## src/hw/rtl/g2p_pkg.sv

```systemverilog
// Shared types, constants and calendar tables for the Gregorian to Persian date unit.
// Used by g2p_flow and gregorian_to_persian_date_unit; depends on nothing else.
package g2p_pkg;

    // Number of register stages from the input register to the result register.
    localparam int STAGES = 13;

    // Stage handshake control handed from the flow controller to the datapath.
    typedef struct packed {
        logic [STAGES-1:0] en;   // stage loads at the next edge
        logic [STAGES-1:0] vld;  // stage holds a live beat
    } t_flow;

    // Reciprocal multipliers for division by constants (multiply, then shift right).
    localparam int REC100    = 10486;    // exact for dividends below 43690
    localparam int REC100_SH = 20;
    localparam int REC366    = 1466861;  // exact for dividends below 2^21
    localparam int REC366_SH = 29;
    localparam int REC11     = 11916;    // exact for dividends below 32768
    localparam int REC11_SH  = 17;

    // Day-number constants.
    localparam int CYCLE_DAYS  = 1029983;  // days in one 2820-year cycle
    localparam int CYCLE_YEARS = 2820;
    localparam int EPOCH_YEAR  = 474;
    localparam int YEAR_SPAN   = 1028522;  // divisor of the year-in-cycle formula
    // Day number minus the Persian epoch plus one cycle, so the value stays positive:
    // 1721059 (Gregorian base less one year) - 2121445 (epoch) + 1029983.
    localparam int DSH_BIAS    = 629597;
    // Year-start offset in the day-of-year formula: 2121445 - 1948319 - 473 * 365.
    localparam int YDAY_BIAS   = 481;
    // First Persian year of cycle index zero is 474 - 2820.
    localparam int YEAR_BIAS   = 2346;

    // floor((367 * m - 362) / 12) for every 4-bit month code, month zero included.
    localparam int GREG_MON_OFF [16] = '{
        -31,   0,  31,  61,  92, 122, 153, 183,
        214, 245, 275, 306, 336, 367, 398, 428
    };

    // Day of the Persian year on which month (idx + 1) begins.
    function automatic logic [8:0] pers_month_first(input logic [3:0] idx);
        logic [8:0] first;
        case (idx)
            4'd0:    first = 9'd1;
            4'd1:    first = 9'd32;
            4'd2:    first = 9'd63;
            4'd3:    first = 9'd94;
            4'd4:    first = 9'd125;
            4'd5:    first = 9'd156;
            4'd6:    first = 9'd187;
            4'd7:    first = 9'd217;
            4'd8:    first = 9'd247;
            4'd9:    first = 9'd277;
            4'd10:   first = 9'd307;
            4'd11:   first = 9'd337;
            default: first = 9'd1;
        endcase
        return first;
    endfunction

endpackage

```

## src/hw/rtl/g2p_flow.sv

```systemverilog
// Valid and load-enable chain for the date conversion pipeline.
// Depends on g2p_pkg for the stage count and the t_flow control struct.
module g2p_flow (
    input  logic          i_clk,
    input  logic          i_rst_n,
    input  logic          i_in_valid,
    input  logic          i_out_ready,
    output g2p_pkg::t_flow o_flow
);
    import g2p_pkg::*;

    logic [STAGES-1:0] r_vld;
    logic [STAGES-1:0] n_vld;
    logic [STAGES-1:0] w_en;
    logic              w_in_acc;
    logic              w_out_acc;

    // A stage loads when it is empty or when the stage after it moves on, so
    // bubbles close up and the input keeps flowing in an output stall until full.
    always_comb begin
        w_en[STAGES-1] = !r_vld[STAGES-1] || i_out_ready;
        for (int k = STAGES - 2; k >= 0; k--) begin
            w_en[k] = !r_vld[k] || w_en[k+1];
        end
        n_vld = r_vld;
        if (w_en[0]) begin
            n_vld[0] = i_in_valid;
        end
        for (int k = 1; k < STAGES; k++) begin
            if (w_en[k]) begin
                n_vld[k] = r_vld[k-1];
            end
        end
    end

    always_ff @(posedge i_clk) begin
        if (!i_rst_n) begin
            r_vld <= '0;
        end else begin
            r_vld <= n_vld;
        end
    end

    assign o_flow.en  = w_en;
    assign o_flow.vld = r_vld;

    assign w_in_acc  = i_in_valid && w_en[0];
    assign w_out_acc = r_vld[STAGES-1] && i_out_ready;

    // Beats in flight change only by what enters and what leaves.
    a_conserve: assert property (@(posedge i_clk) disable iff (!i_rst_n)
        1'b1 |=> ($countones(r_vld) == $past($countones(r_vld))
                  + 32'($past(w_in_acc)) - 32'($past(w_out_acc))))
        else $error("g2p_flow: beat count in the pipeline is not conserved");

    // A full pipeline with a stalled output cannot take another beat.
    a_full_stall: assert property (@(posedge i_clk) disable iff (!i_rst_n)
        (&r_vld && !i_out_ready) |-> !w_en[0])
        else $error("g2p_flow: input accepted while the pipeline is full and stalled");

    // Reset empties every stage.
    a_reset_empty: assert property (@(posedge i_clk)
        !i_rst_n |=> (r_vld == '0))
        else $error("g2p_flow: pipeline not empty after reset");

endmodule

```

## src/hw/rtl/gregorian_to_persian_date_unit.sv

```systemverilog
// Gregorian to Persian (Solar Hijri) date converter, top level with the datapath.
// Depends on g2p_pkg for constants and tables and on g2p_flow for stage control.
//
// One Gregorian date per beat goes in and one Persian date per beat comes out, in order.
// The unit is a 13-stage pipeline, and a new date can be taken every cycle while the
// output is not stalled, so the sustained rate is one beat per cycle.
// Each stage holds a short step of constant-operand multiplies, wide adds or a compare
// set, which is what sets the depth. Stages close up around bubbles, so the input
// stays ready while a finished result waits, until all 13 stages hold a beat.
// Dates are not checked: a day of zero, a day past the end of its month, month codes
// 0 and 13 to 15 and year zero follow the same formulas and give the date that many
// days away. Persian years at or before the epoch skip year zero and are output in
// two's complement. The unit keeps no state between dates.
module gregorian_to_persian_date_unit (
    input  logic        i_clk,
    input  logic        i_rst_n,
    // Input beat, bits from the lowest up: greg_day[4:0], greg_month[8:5],
    // greg_year[22:9], bit 23 unused and zero.
    input  logic        s_axis_tvalid,
    output logic        s_axis_tready,
    input  logic [23:0] s_axis_tdata,
    // Result beat, bits from the lowest up: pers_day[4:0], pers_month[8:5],
    // pers_year[23:9] (two's complement).
    output logic        m_axis_tvalid,
    input  logic        m_axis_tready,
    output logic [23:0] m_axis_tdata
);
    import g2p_pkg::*;

    t_flow flow;

    // Stage registers, numbered by the stage that holds them.
    logic [4:0]  r_s0_day;
    logic [3:0]  r_s0_mon;
    logic [13:0] r_s0_yr;

    logic [4:0]  r_s1_day;
    logic [3:0]  r_s1_mon;
    logic [13:0] r_s1_yr;
    logic [7:0]  r_s1_q100;

    logic [23:0] r_s2_ydays;
    logic [9:0]  r_s2_mdays;

    logic [22:0] r_s3_dsh;

    logic [19:0] r_s4_cyear;
    logic [2:0]  r_s4_q0;

    logic [19:0] r_s5_cyear;
    logic [2:0]  r_s5_q0;
    logic [11:0] r_s5_a1;

    logic [19:0] r_s6_cyear;
    logic [2:0]  r_s6_q0;
    logic [11:0] r_s6_a1;
    logic [8:0]  r_s6_a2;

    logic [19:0] r_s7_cyear;
    logic [2:0]  r_s7_q0;
    logic [11:0] r_s7_a1;
    logic [22:0] r_s7_num;

    logic [19:0] r_s8_cyear;
    logic [2:0]  r_s8_q0;
    logic [11:0] r_s8_yc;

    logic [19:0] r_s9_cyear;
    logic [11:0] r_s9_yc;
    logic [13:0] r_s9_nq;
    logic [14:0] r_s9_year;

    logic [19:0] r_s10_cyear;
    logic [11:0] r_s10_yc;
    logic [9:0]  r_s10_fq;
    logic [14:0] r_s10_year;

    logic [8:0]  r_s11_yday;
    logic [14:0] r_s11_year;

    logic [4:0]  r_s12_day;
    logic [3:0]  r_s12_mon;
    logic [14:0] r_s12_year;

    // Next values and intermediate terms.
    logic [7:0]  n_s1_q100;
    logic [23:0] n_s2_ydays;
    logic [9:0]  n_s2_mdays;
    logic [22:0] n_s3_dsh;
    logic [19:0] n_s4_cyear;
    logic [2:0]  n_s4_q0;
    logic [11:0] n_s5_a1;
    logic [8:0]  n_s6_a2;
    logic [22:0] n_s7_num;
    logic [11:0] n_s8_yc;
    logic [13:0] n_s9_nq;
    logic [14:0] n_s9_year;
    logic [9:0]  n_s10_fq;
    logic [8:0]  n_s11_yday;
    logic [4:0]  n_s12_day;
    logic [3:0]  n_s12_mon;

    logic [27:0] w_p100;
    logic [13:0] w_r100_full;
    logic [6:0]  w_r100;
    logic        w_y4z;
    logic        w_c100;
    logic        w_c400;
    logic        w_leap;
    logic [23:0] w_dsh24;
    logic [40:0] w_p366;
    logic [2:0]  w_qq;
    logic [11:0] w_e;
    logic [21:0] w_n;
    logic [15:0] w_yraw;
    logic [15:0] w_ym1;
    logic [27:0] w_p11;
    logic [20:0] w_yday21;

    g2p_flow u_flow (
        .i_clk       (i_clk),
        .i_rst_n     (i_rst_n),
        .i_in_valid  (s_axis_tvalid),
        .i_out_ready (m_axis_tready),
        .o_flow      (flow)
    );

    assign s_axis_tready = flow.en[0];
    assign m_axis_tvalid = flow.vld[STAGES-1];
    assign m_axis_tdata  = {r_s12_year, r_s12_mon, r_s12_day};

    always_comb begin
        // Stage 1: year divided by 100 through a reciprocal multiply.
        w_p100    = 28'(r_s0_yr) * 28'(REC100);
        n_s1_q100 = w_p100[REC100_SH +: 8];

        // Stage 2: Gregorian day number, split into a year part and a month/day part.
        // The floor quotients of (year - 1) come from those of the year, less one
        // where the year is an exact multiple; year zero then gives minus one for each.
        w_r100_full = r_s1_yr - 14'(r_s1_q100) * 14'(100);
        w_r100      = w_r100_full[6:0];
        w_y4z       = (r_s1_yr[1:0] == 2'd0);
        w_c100      = (w_r100 == 7'd0);
        w_c400      = w_c100 && (r_s1_q100[1:0] == 2'd0);
        w_leap      = (w_y4z && !w_c100) || w_c400;
        n_s2_ydays  = 24'(r_s1_yr) * 24'(365) + 24'(r_s1_yr[13:2]) - 24'(r_s1_q100)
                    + 24'(r_s1_q100[7:2]) - 24'(w_y4z) + 24'(w_c100) - 24'(w_c400);
        n_s2_mdays  = 10'(GREG_MON_OFF[r_s1_mon]) + 10'(r_s1_day)
                    - ((r_s1_mon > 4'd2) ? (w_leap ? 10'd1 : 10'd2) : 10'd0);

        // Stage 3: days since the Persian epoch, biased by one cycle to stay positive.
        w_dsh24  = r_s2_ydays + {{14{r_s2_mdays[9]}}, r_s2_mdays} + 24'(DSH_BIAS);
        n_s3_dsh = w_dsh24[22:0];

        // Stage 4: cycle index and day within the cycle by compares against multiples.
        n_s4_q0 = 3'd0;
        for (int k = 1; k <= 6; k++) begin
            if (r_s3_dsh >= 23'(k * CYCLE_DAYS)) begin
                n_s4_q0 = 3'(k);
            end
        end
        n_s4_cyear = 20'(r_s3_dsh - 23'(n_s4_q0) * 23'(CYCLE_DAYS));

        // Stage 5: whole 366-day blocks in the cycle.
        w_p366  = 41'(r_s4_cyear) * 41'(REC366);
        n_s5_a1 = w_p366[REC366_SH +: 12];

        // Stage 6: remainder of the 366-day blocks.
        n_s6_a2 = 9'(r_s5_cyear - 20'(r_s5_a1) * 20'(366));

        // Stage 7: numerator of the year-in-cycle formula.
        n_s7_num = 23'(r_s6_a1) * 23'(2134) + 23'(r_s6_a2) * 23'(2816) + 23'(2815);

        // Stage 8: year within the cycle; the last day of a cycle ends year 2820.
        w_qq = 3'd0;
        for (int k = 1; k <= 6; k++) begin
            if (r_s7_num >= 23'(k * YEAR_SPAN)) begin
                w_qq = 3'(k);
            end
        end
        if (r_s7_cyear == 20'(CYCLE_DAYS - 1)) begin
            n_s8_yc = 12'(CYCLE_YEARS);
        end else begin
            n_s8_yc = r_s7_a1 + 12'(w_qq) + 12'd1;
        end

        // Stage 9: leap-day term numerator for the year start, and the year number
        // with year zero skipped.
        w_e     = r_s8_yc + 12'(EPOCH_YEAR);
        w_n     = 22'(w_e) * 22'(682) - 22'(110);
        n_s9_nq = w_n[21:8];
        w_yraw  = 16'(r_s8_yc) + 16'(r_s8_q0) * 16'(CYCLE_YEARS) - 16'(YEAR_BIAS);
        w_ym1   = w_yraw - 16'd1;
        if ($signed(w_yraw) <= 16'sd0) begin
            n_s9_year = w_ym1[14:0];
        end else begin
            n_s9_year = w_yraw[14:0];
        end

        // Stage 10: leap days before the year, numerator divided by 2816 = 256 * 11.
        w_p11    = 28'(r_s9_nq) * 28'(REC11);
        n_s10_fq = w_p11[REC11_SH +: 10];

        // Stage 11: day of the Persian year, 1 to 366.
        w_yday21   = 21'(r_s10_cyear) + 21'(YDAY_BIAS) - 21'(r_s10_yc) * 21'(365)
                   - 21'(r_s10_fq);
        n_s11_yday = w_yday21[8:0];

        // Stage 12: month by compares against month starts, then day of month.
        n_s12_mon = 4'd1;
        for (int k = 1; k < 12; k++) begin
            if (r_s11_yday >= pers_month_first(4'(k))) begin
                n_s12_mon = 4'(k + 1);
            end
        end
        n_s12_day = 5'(r_s11_yday - pers_month_first(n_s12_mon - 4'd1) + 9'd1);
    end

    always_ff @(posedge i_clk) begin
        if (flow.en[0]) begin
            r_s0_day <= s_axis_tdata[4:0];
            r_s0_mon <= s_axis_tdata[8:5];
            r_s0_yr  <= s_axis_tdata[22:9];
        end
        if (flow.en[1]) begin
            r_s1_day  <= r_s0_day;
            r_s1_mon  <= r_s0_mon;
            r_s1_yr   <= r_s0_yr;
            r_s1_q100 <= n_s1_q100;
        end
        if (flow.en[2]) begin
            r_s2_ydays <= n_s2_ydays;
            r_s2_mdays <= n_s2_mdays;
        end
        if (flow.en[3]) begin
            r_s3_dsh <= n_s3_dsh;
        end
        if (flow.en[4]) begin
            r_s4_cyear <= n_s4_cyear;
            r_s4_q0    <= n_s4_q0;
        end
        if (flow.en[5]) begin
            r_s5_cyear <= r_s4_cyear;
            r_s5_q0    <= r_s4_q0;
            r_s5_a1    <= n_s5_a1;
        end
        if (flow.en[6]) begin
            r_s6_cyear <= r_s5_cyear;
            r_s6_q0    <= r_s5_q0;
            r_s6_a1    <= r_s5_a1;
            r_s6_a2    <= n_s6_a2;
        end
        if (flow.en[7]) begin
            r_s7_cyear <= r_s6_cyear;
            r_s7_q0    <= r_s6_q0;
            r_s7_a1    <= r_s6_a1;
            r_s7_num   <= n_s7_num;
        end
        if (flow.en[8]) begin
            r_s8_cyear <= r_s7_cyear;
            r_s8_q0    <= r_s7_q0;
            r_s8_yc    <= n_s8_yc;
        end
        if (flow.en[9]) begin
            r_s9_cyear <= r_s8_cyear;
            r_s9_yc    <= r_s8_yc;
            r_s9_nq    <= n_s9_nq;
            r_s9_year  <= n_s9_year;
        end
        if (flow.en[10]) begin
            r_s10_cyear <= r_s9_cyear;
            r_s10_yc    <= r_s9_yc;
            r_s10_fq    <= n_s10_fq;
            r_s10_year  <= r_s9_year;
        end
        if (flow.en[11]) begin
            r_s11_yday <= n_s11_yday;
            r_s11_year <= r_s10_year;
        end
        if (flow.en[12]) begin
            r_s12_day  <= n_s12_day;
            r_s12_mon  <= n_s12_mon;
            r_s12_year <= r_s11_year;
        end
    end

endmodule
```

## config.mk

```make
export PLATFORM = sky130hd
export DESIGN_NAME = gregorian_to_persian_date_unit
export DESIGN_NICKNAME = d
export VERILOG_FILES = /design/src/hw/rtl/g2p_pkg.sv /design/src/hw/rtl/g2p_flow.sv /design/src/hw/rtl/gregorian_to_persian_date_unit.sv
export SDC_FILE = /design/constraint.sdc
export NUM_CORES = 2
export LEC_CHECK = 0
export BUFFER_PORTS_ARGS = -buffer_cell sky130_fd_sc_hd__buf_2
export CORE_ASPECT_RATIO = 1.4
export CORE_MARGIN = 8
export CORE_UTILIZATION = 30
export CTS_BUF_LIST = sky130_fd_sc_hd__clkbuf_8
export CTS_CLUSTER_SIZE = 14
export DETAILED_ROUTE_END_ITERATION = 10
export PLACE_DENSITY = 0.51
export SETUP_SLACK_MARGIN = 0.5
export SLEW_MARGIN = 10
export SYNTH_ARGS = -nofsm -noshare
export SYNTH_HDL_FRONTEND = slang
export SYNTH_SLANG_ARGS = --single-unit
```

## constraint.sdc

```tcl
create_clock -name i_clk -period 7.35 [get_ports i_clk]
set_input_delay 0.735 -clock i_clk [delete_from_list [all_inputs] [get_ports i_clk]]
set_output_delay 0.735 -clock i_clk [all_outputs]
set_load 0.01 [all_outputs]
```

# == Word level (Yosys, flattened, before mapping) ==
# Memory sizes are Yosys's and may differ from the RTL's.
# Index checks and enable logic that the tools add are counted.
# word_totals
regBits,450
latchBits,0
ramBits,0
mem_bits_ro,656
input_bits,28
output_inout_bits,26
elab_cells,183
n_memories,2
# classes
n_addsub,28
multipliers,12
div,0
magnitude_cmp,26
eq_ne,1
shifts,0
mux,28
n_bitwise,1
reduce_logical,33
# memory_table
name,words,word_bits,rd,rd_ports_with_merged_regs,write_ports,line,source
(no name shown),16,32,1,0,0,gregorian_to_persian_date_unit.sv:148,n_s2_mdays = 10'(GREG_MON_OFF[r_s1_mon]) + 10'(r_s1_day)
(no name shown),16,9,1,0,0,g2p_pkg.sv:44,case (idx)
# op_table
op,count
$ge 23x22->1 const B,4
$ge 23x23->1 const B,4
$ge 23x20->1 const B,2
$ge 23x21->1 const B,2
$sub 23x1->23,2
$mul 20x21->41 const B,1
$mux 4,10
$ge 9x8->1 const B,4
$mux 3,10
$ge 9x9->1 const B,3
$mul 14x13->27 const B,1
$sub 9x9->9,3
$mul 14x12->24 const B,1
$add 23x1->23,1
$add 23x12->23,1
$add 23x12->23 const B,1
$add 23x20->23 const B,1
$add 23x21->23,1
$add 23x23->23,1
$add 23x6->23,1
$mul 14x9->23 const B,1
$sub 23x8->23,1
$mul 12x11->22 const B,1
$sub 22x7->22 const B,1
other kinds (37),71

# == Longest topological paths before layout ==
# An unclocked memory read counts as a cell.
# logic_depth
word_depth,16
mapped_depth,32
ltp_nobuf,32

# == By module ==
# A second synthesis with hierarchy kept.
# hier_totals
cells_unflattened,4035
hier_area_um2,44586.5
# modules_own_cells
mod,n_inst,cells_per_inst,area_per_inst_um2,seq_area_each_um2
gregorian_to_persian_date_unit,1,3973,44029.7,12882.4
g2p_flow,1,62,556.8,260.2

# == Worst setup path before layout ==
# OpenSTA, ideal clock, no wires.
# synth_path
kind,reg-to-reg
from,register r_s4_cyear[11]
to,"register r_s5_a1[10], data pin"
setup_time_ns,0.257
arrival_ns,6.394
required_ns,7.093
setup_slack_ns,0.699
stages_incl_launch_ff,23
path_buffers,0
synth_period_minus_slack_ns,6.651
path_cell_list,edfxtp_1 > fa_1 > fa_1 > inv_1 > fa_1 > inv_1 > fa_1 > inv_1 > fa_1 > inv_1 > fa_1 > fa_1 > ha_1 > a21o_1 > a21oi_1 > o21ai_0 > a22oi_1 > and3_1 > o21ai_1 > o41ai_1 > o211ai_1 > and2_1 > xor2_1
# synth_via
elab_chain_cells,1
# synth_lines
item,line,source
from (decl),gregorian_to_persian_date_unit.sv:47,logic [19:0] r_s4_cyear;
from (signal assigned),gregorian_to_persian_date_unit.sv:239,r_s4_cyear <= n_s4_cyear;
$mul 20x21->41,gregorian_to_persian_date_unit.sv:165,w_p366 = 41'(r_s4_cyear) * 41'(REC366);
named net w_p366[39],gregorian_to_persian_date_unit.sv:111,logic [40:0] w_p366;
to (signal assigned),gregorian_to_persian_date_unit.sv:245,r_s5_a1 <= n_s5_a1;
to (decl),gregorian_to_persian_date_unit.sv:52,logic [11:0] r_s5_a1;
# The timed path passes the listed nets, and every way through them passes these cells.
# A chain may end at the register's enable or synchronous reset.

# == Worst setup path after layout ==
# layout_path
from,register r_s4_cyear[7]
to,"register r_s5_a1[10], data pin"
# The elaborated chain is that of the path after synthesis.

==> flow_metrics.py <==
metrics = {
    "run_status": {
        "run_status": "finished, final reports clean",
    },
    "global_routing": {
        "grt_antenna_before_repair": 1,
        "grt_overflow": 0,
        "grt_use_total_pct": 11.6,
        "via_count_of_the_first_global_routing_pass": 30312,
        "global_route_wire_length_before_repair_microns": 151000,
        "maximum_number_of_pins_on_one_net_before_global_route_repair": 48,
    },
    "clock_tree": {
        "worst_setup_hold_path_clk_slew_ps": 60,
        "number_of_buffers_inserted_during_clock_tree_synthesis": 82,
        "clock_sinks": 442,
        "clock_insertion_delay_worst_skew_ps": 730,
        "cts_htree_levels": 3,
        "cts_root_buffer": "clkbuf_8",
        "cts_tree": "built",
        "cts_max_path_buffers": 3,
    },
    "logic_synthesis": {
        "synth.area.top_cells": "edfxtp_1 (29%), ha_1 (24%), fa_1 (20%)",
        "synth.most_common_cell": "inv_1",
        "synth.yosys.warnings": 0,
        "synth.net_count": 5328,
        "synth.avg_cell_area_sq_um": 11.0,
        "netlist-cell-type-count": 73,
        "top_ff_cell_synth": "edfxtp_1",
        "netlist_area_sq_um": 44500,
        "synthDominantCellAreaShare_pct": 29.0,
        "synth_largest_area_cell": "edfxtp_1",
        "synthesis.instances": 4025,
        "ys_ff_latch": 442,
        "async_reset_ff_share_pct": 0,
        "netlist_top_cells_count": "inv_1 (1027), ha_1 (837), fa_1 (438)",
        "ys_seq_area_share_pct": 29.6,
        "synth_edf_count": 429,
    },
    "final_layout": {
        "syn_to_final_growth_pct": 11.3,
        "final_layout_size_suffix_gt1_share_pct": 7.30,
        "fillers": 15160,
        "design.final.nets": 5509,
    },
    "critical_path": {
        "crit_required_ps": 7820,
        "critical_path.endpoint_type": "flop",
        "cp-start-kind": "flop",
        "worst-endpoint-arrival_ps": 7030,
        "timing_worst_setup_path_type": "reg -> reg",
        "worst_path_fanout_max": 6,
    },
    "detailed_routing": {
        "drt-pass1-iter-count": 7,
        "detailroute.wirelength.met3_microns": 2360,
        "met2_length_microns": 53300,
        "routed_wire_length_per_instance_microns": 14.7,
        "detailroute.via_count": 27521,
        "routed_wirelength_microns": 91300,
        "detail_route.iter0.violations": 882,
        "postRouteAntennaNets": 0,
        "wirelength_met1_microns": 31900,
        "vias_per_cell": 4.43,
        "dr.max_layer_used": "met4",
        "post-route-drc-count": 0,
    },
    "timing": {
        "fin_setup_tns_ps": 0,
        "grt_setup_unrepaired": "true",
        "max_slew_margin_pct": 29.3,
        "finalMaxSlewViolations": 0,
        "setup_viol": 0,
        "fmaxAchievable_mhz": 153,
        "transition_time_at_the_pin_with_the_least_slew_margin_ps": 1050,
        "fin_ws_ps": 793,
        "report.final.hold_viol_count": 0,
        "finalCriticalPeriod_ps": 6560,
        "clock_skew_ps": 47.5,
        "fin_crit_sh_pct": 89.2,
    },
    "placed_design": {
        "numPortBuffers": 52,
        "globalplace.congestion": 0.852,
        "half_perimeter_wire_length_after_placement_microns": 78200,
        "post-place-ws_ps": 257,
    },
    "floorplan": {
        "chip_width_microns": 341,
        "ios": 54,
        "core_area_sq_um": 148000,
        "die_height_microns": 471,
        "die_area_sq_um": 161000,
        "num_rows": 167,
        "floorplan.initialDensity_pct": 30.1,
    },
    "min_path": {
        "hold_path_class": "in -> reg",
    },
    "flow_run": {
        "maxCapViolCount": 0,
    },
}
[per-layer routing]
layer	vias to the layer above	GRT usage (%)
met3	169	1.65
met1	13313	11.0
li1	13718	-
met4	0	5.03
met2	321	24.2
met5	-	0
[kinds of logic after synthesis]
logic type | after synthesis | synth area share (%)
buffers and inverters | 1049 | 8.86
multiplexers | 9 | 0.236
AND/OR/NAND/NOR | 478 | 5.39
AO/OA/AOI/OAI | 516 | 7.58
flip-flops | 442 | 29.6
adder cells (fa/ha/maj) | 1275 | 43.3
XOR/XNOR | 256 | 5.08
[registers in the layout (all words and copies together), names as in the netlist, 12 cells and up]
name / flops
r_s11_year: 15
r_s12_year: 15
r_s2_ydays: 23
r_s10_year: 15
r_s6_cyear: 20
r_s1_yr: 14
r_s8_yc: 12
r_s5_cyear: 20
r_s7_a1: 12
r_s7_cyear: 20
r_s5_a1: 12
r_s9_nq: 14
r_s4_cyear: 20
u_flow.r_vld: 13
r_s7_num: 22
r_s9_year: 15
r_s0_yr: 14
r_s6_a1: 12
r_s3_dsh: 23
[final cells by class]
type | count | area [sq um] | area share [%]
Multi-Input combinational cell | 2534 | 27600 | 55.8
Antenna cell | 1 | 2.50 | 0.00506
Clock buffer | 83 | 1140 | 2.31
Sequential cell | 442 | 13100 | 26.6
Tap cell | 1943 | 2430 | 4.91
Clock inverter | 68 | 523 | 1.06
Inverter | 1027 | 3850 | 7.79
Timing Repair Buffer | 119 | 774 | 1.57
[layout by cell type (no fill, tap or decap), types with 15 or more instances in the layout]
cell / Yosys / routed
a21o_1: 55 / 55
a21oi_1: 153 / 147
a31oi_1: 24 / 23
and2_1: 15 / 15
and3_1: 24 / 23
buf_2: 2 / 52
buf_4: 0 / 64
clkbuf_8: 0 / 83
clkinv_1: 0 / 18
edfxtp_1: 429 / 429
fa_1: 438 / 438
ha_1: 837 / 830
inv_1: 1027 / 1037
nand2_1: 90 / 88
nand2b_1: 27 / 27
nand3_1: 34 / 34
nor2_1: 126 / 126
nor2b_1: 30 / 30
nor3_1: 60 / 57
o21a_1: 31 / 31
o21ai_0: 90 / 86
o21bai_1: 32 / 31
or2_2: 15 / 15
xnor2_1: 192 / 189
xor2_1: 63 / 61
[path summary, 6_finish.rpt]
path	end	start	slack (ps)	depth (start not counted)
worst max-delay path	r_s5_a1[10]	r_s4_cyear[7]	790	20
worst min-delay path	r_s0_yr[2]	s_axis_tdata[11]	200	1
worst max register to register	r_s5_a1[10]	r_s4_cyear[7]	790	20
worst min register to register	r_s12_year[13]	r_s11_year[13]	390	0
[per-stage QoR]
| step | instance area (sq um) | utilization (%) | hold WS [ps] | instances |
|---|---|---|---|---|
| 5_1_grt | 49500 | 33.5 | 122 | 6217 |
| 3_3_place_gp | 47300 | 32.0 | 401 | 6026 |
| 3_5_place_dp | 47300 | 32.0 | 405 | 6026 |
| 2_1_floorplan | 44500 | - | 400 | 4025 |
| 6_report | 49500 | 33.5 | 196 | 6217 |
| 4_1_cts | 49000 | 33.2 | 94.1 | 6182 |
[worst max-delay path, stage by stage, from the launching register on]
cell and delay, ps:
edfxtp_1 630, fa_1 640, inv_1 70, fa_1 480, inv_1 40, ha_1 200
fa_1 560, fa_1 460, fa_1 620, fa_1 440, ha_1 320, a21o_1 180
a211o_1 300, a21oi_1 150, and3_4 260, o21ai_4 70, o41ai_2 290, buf_4 180
o211ai_1 110, and2_1 190, xor2_1 130
[what timing repair did]
item,4_1_cts,5_1_grt
setup endpoints to repair,9,12
pin swaps,3,36
hold buffers,0,0
gates cloned,0,0
setup buffers,5,34
resized for setup,10,41
Power is left out: the tool's default activity adds up to more than one toggle a clock period on the data nets, which glitch-free logic cannot reach.
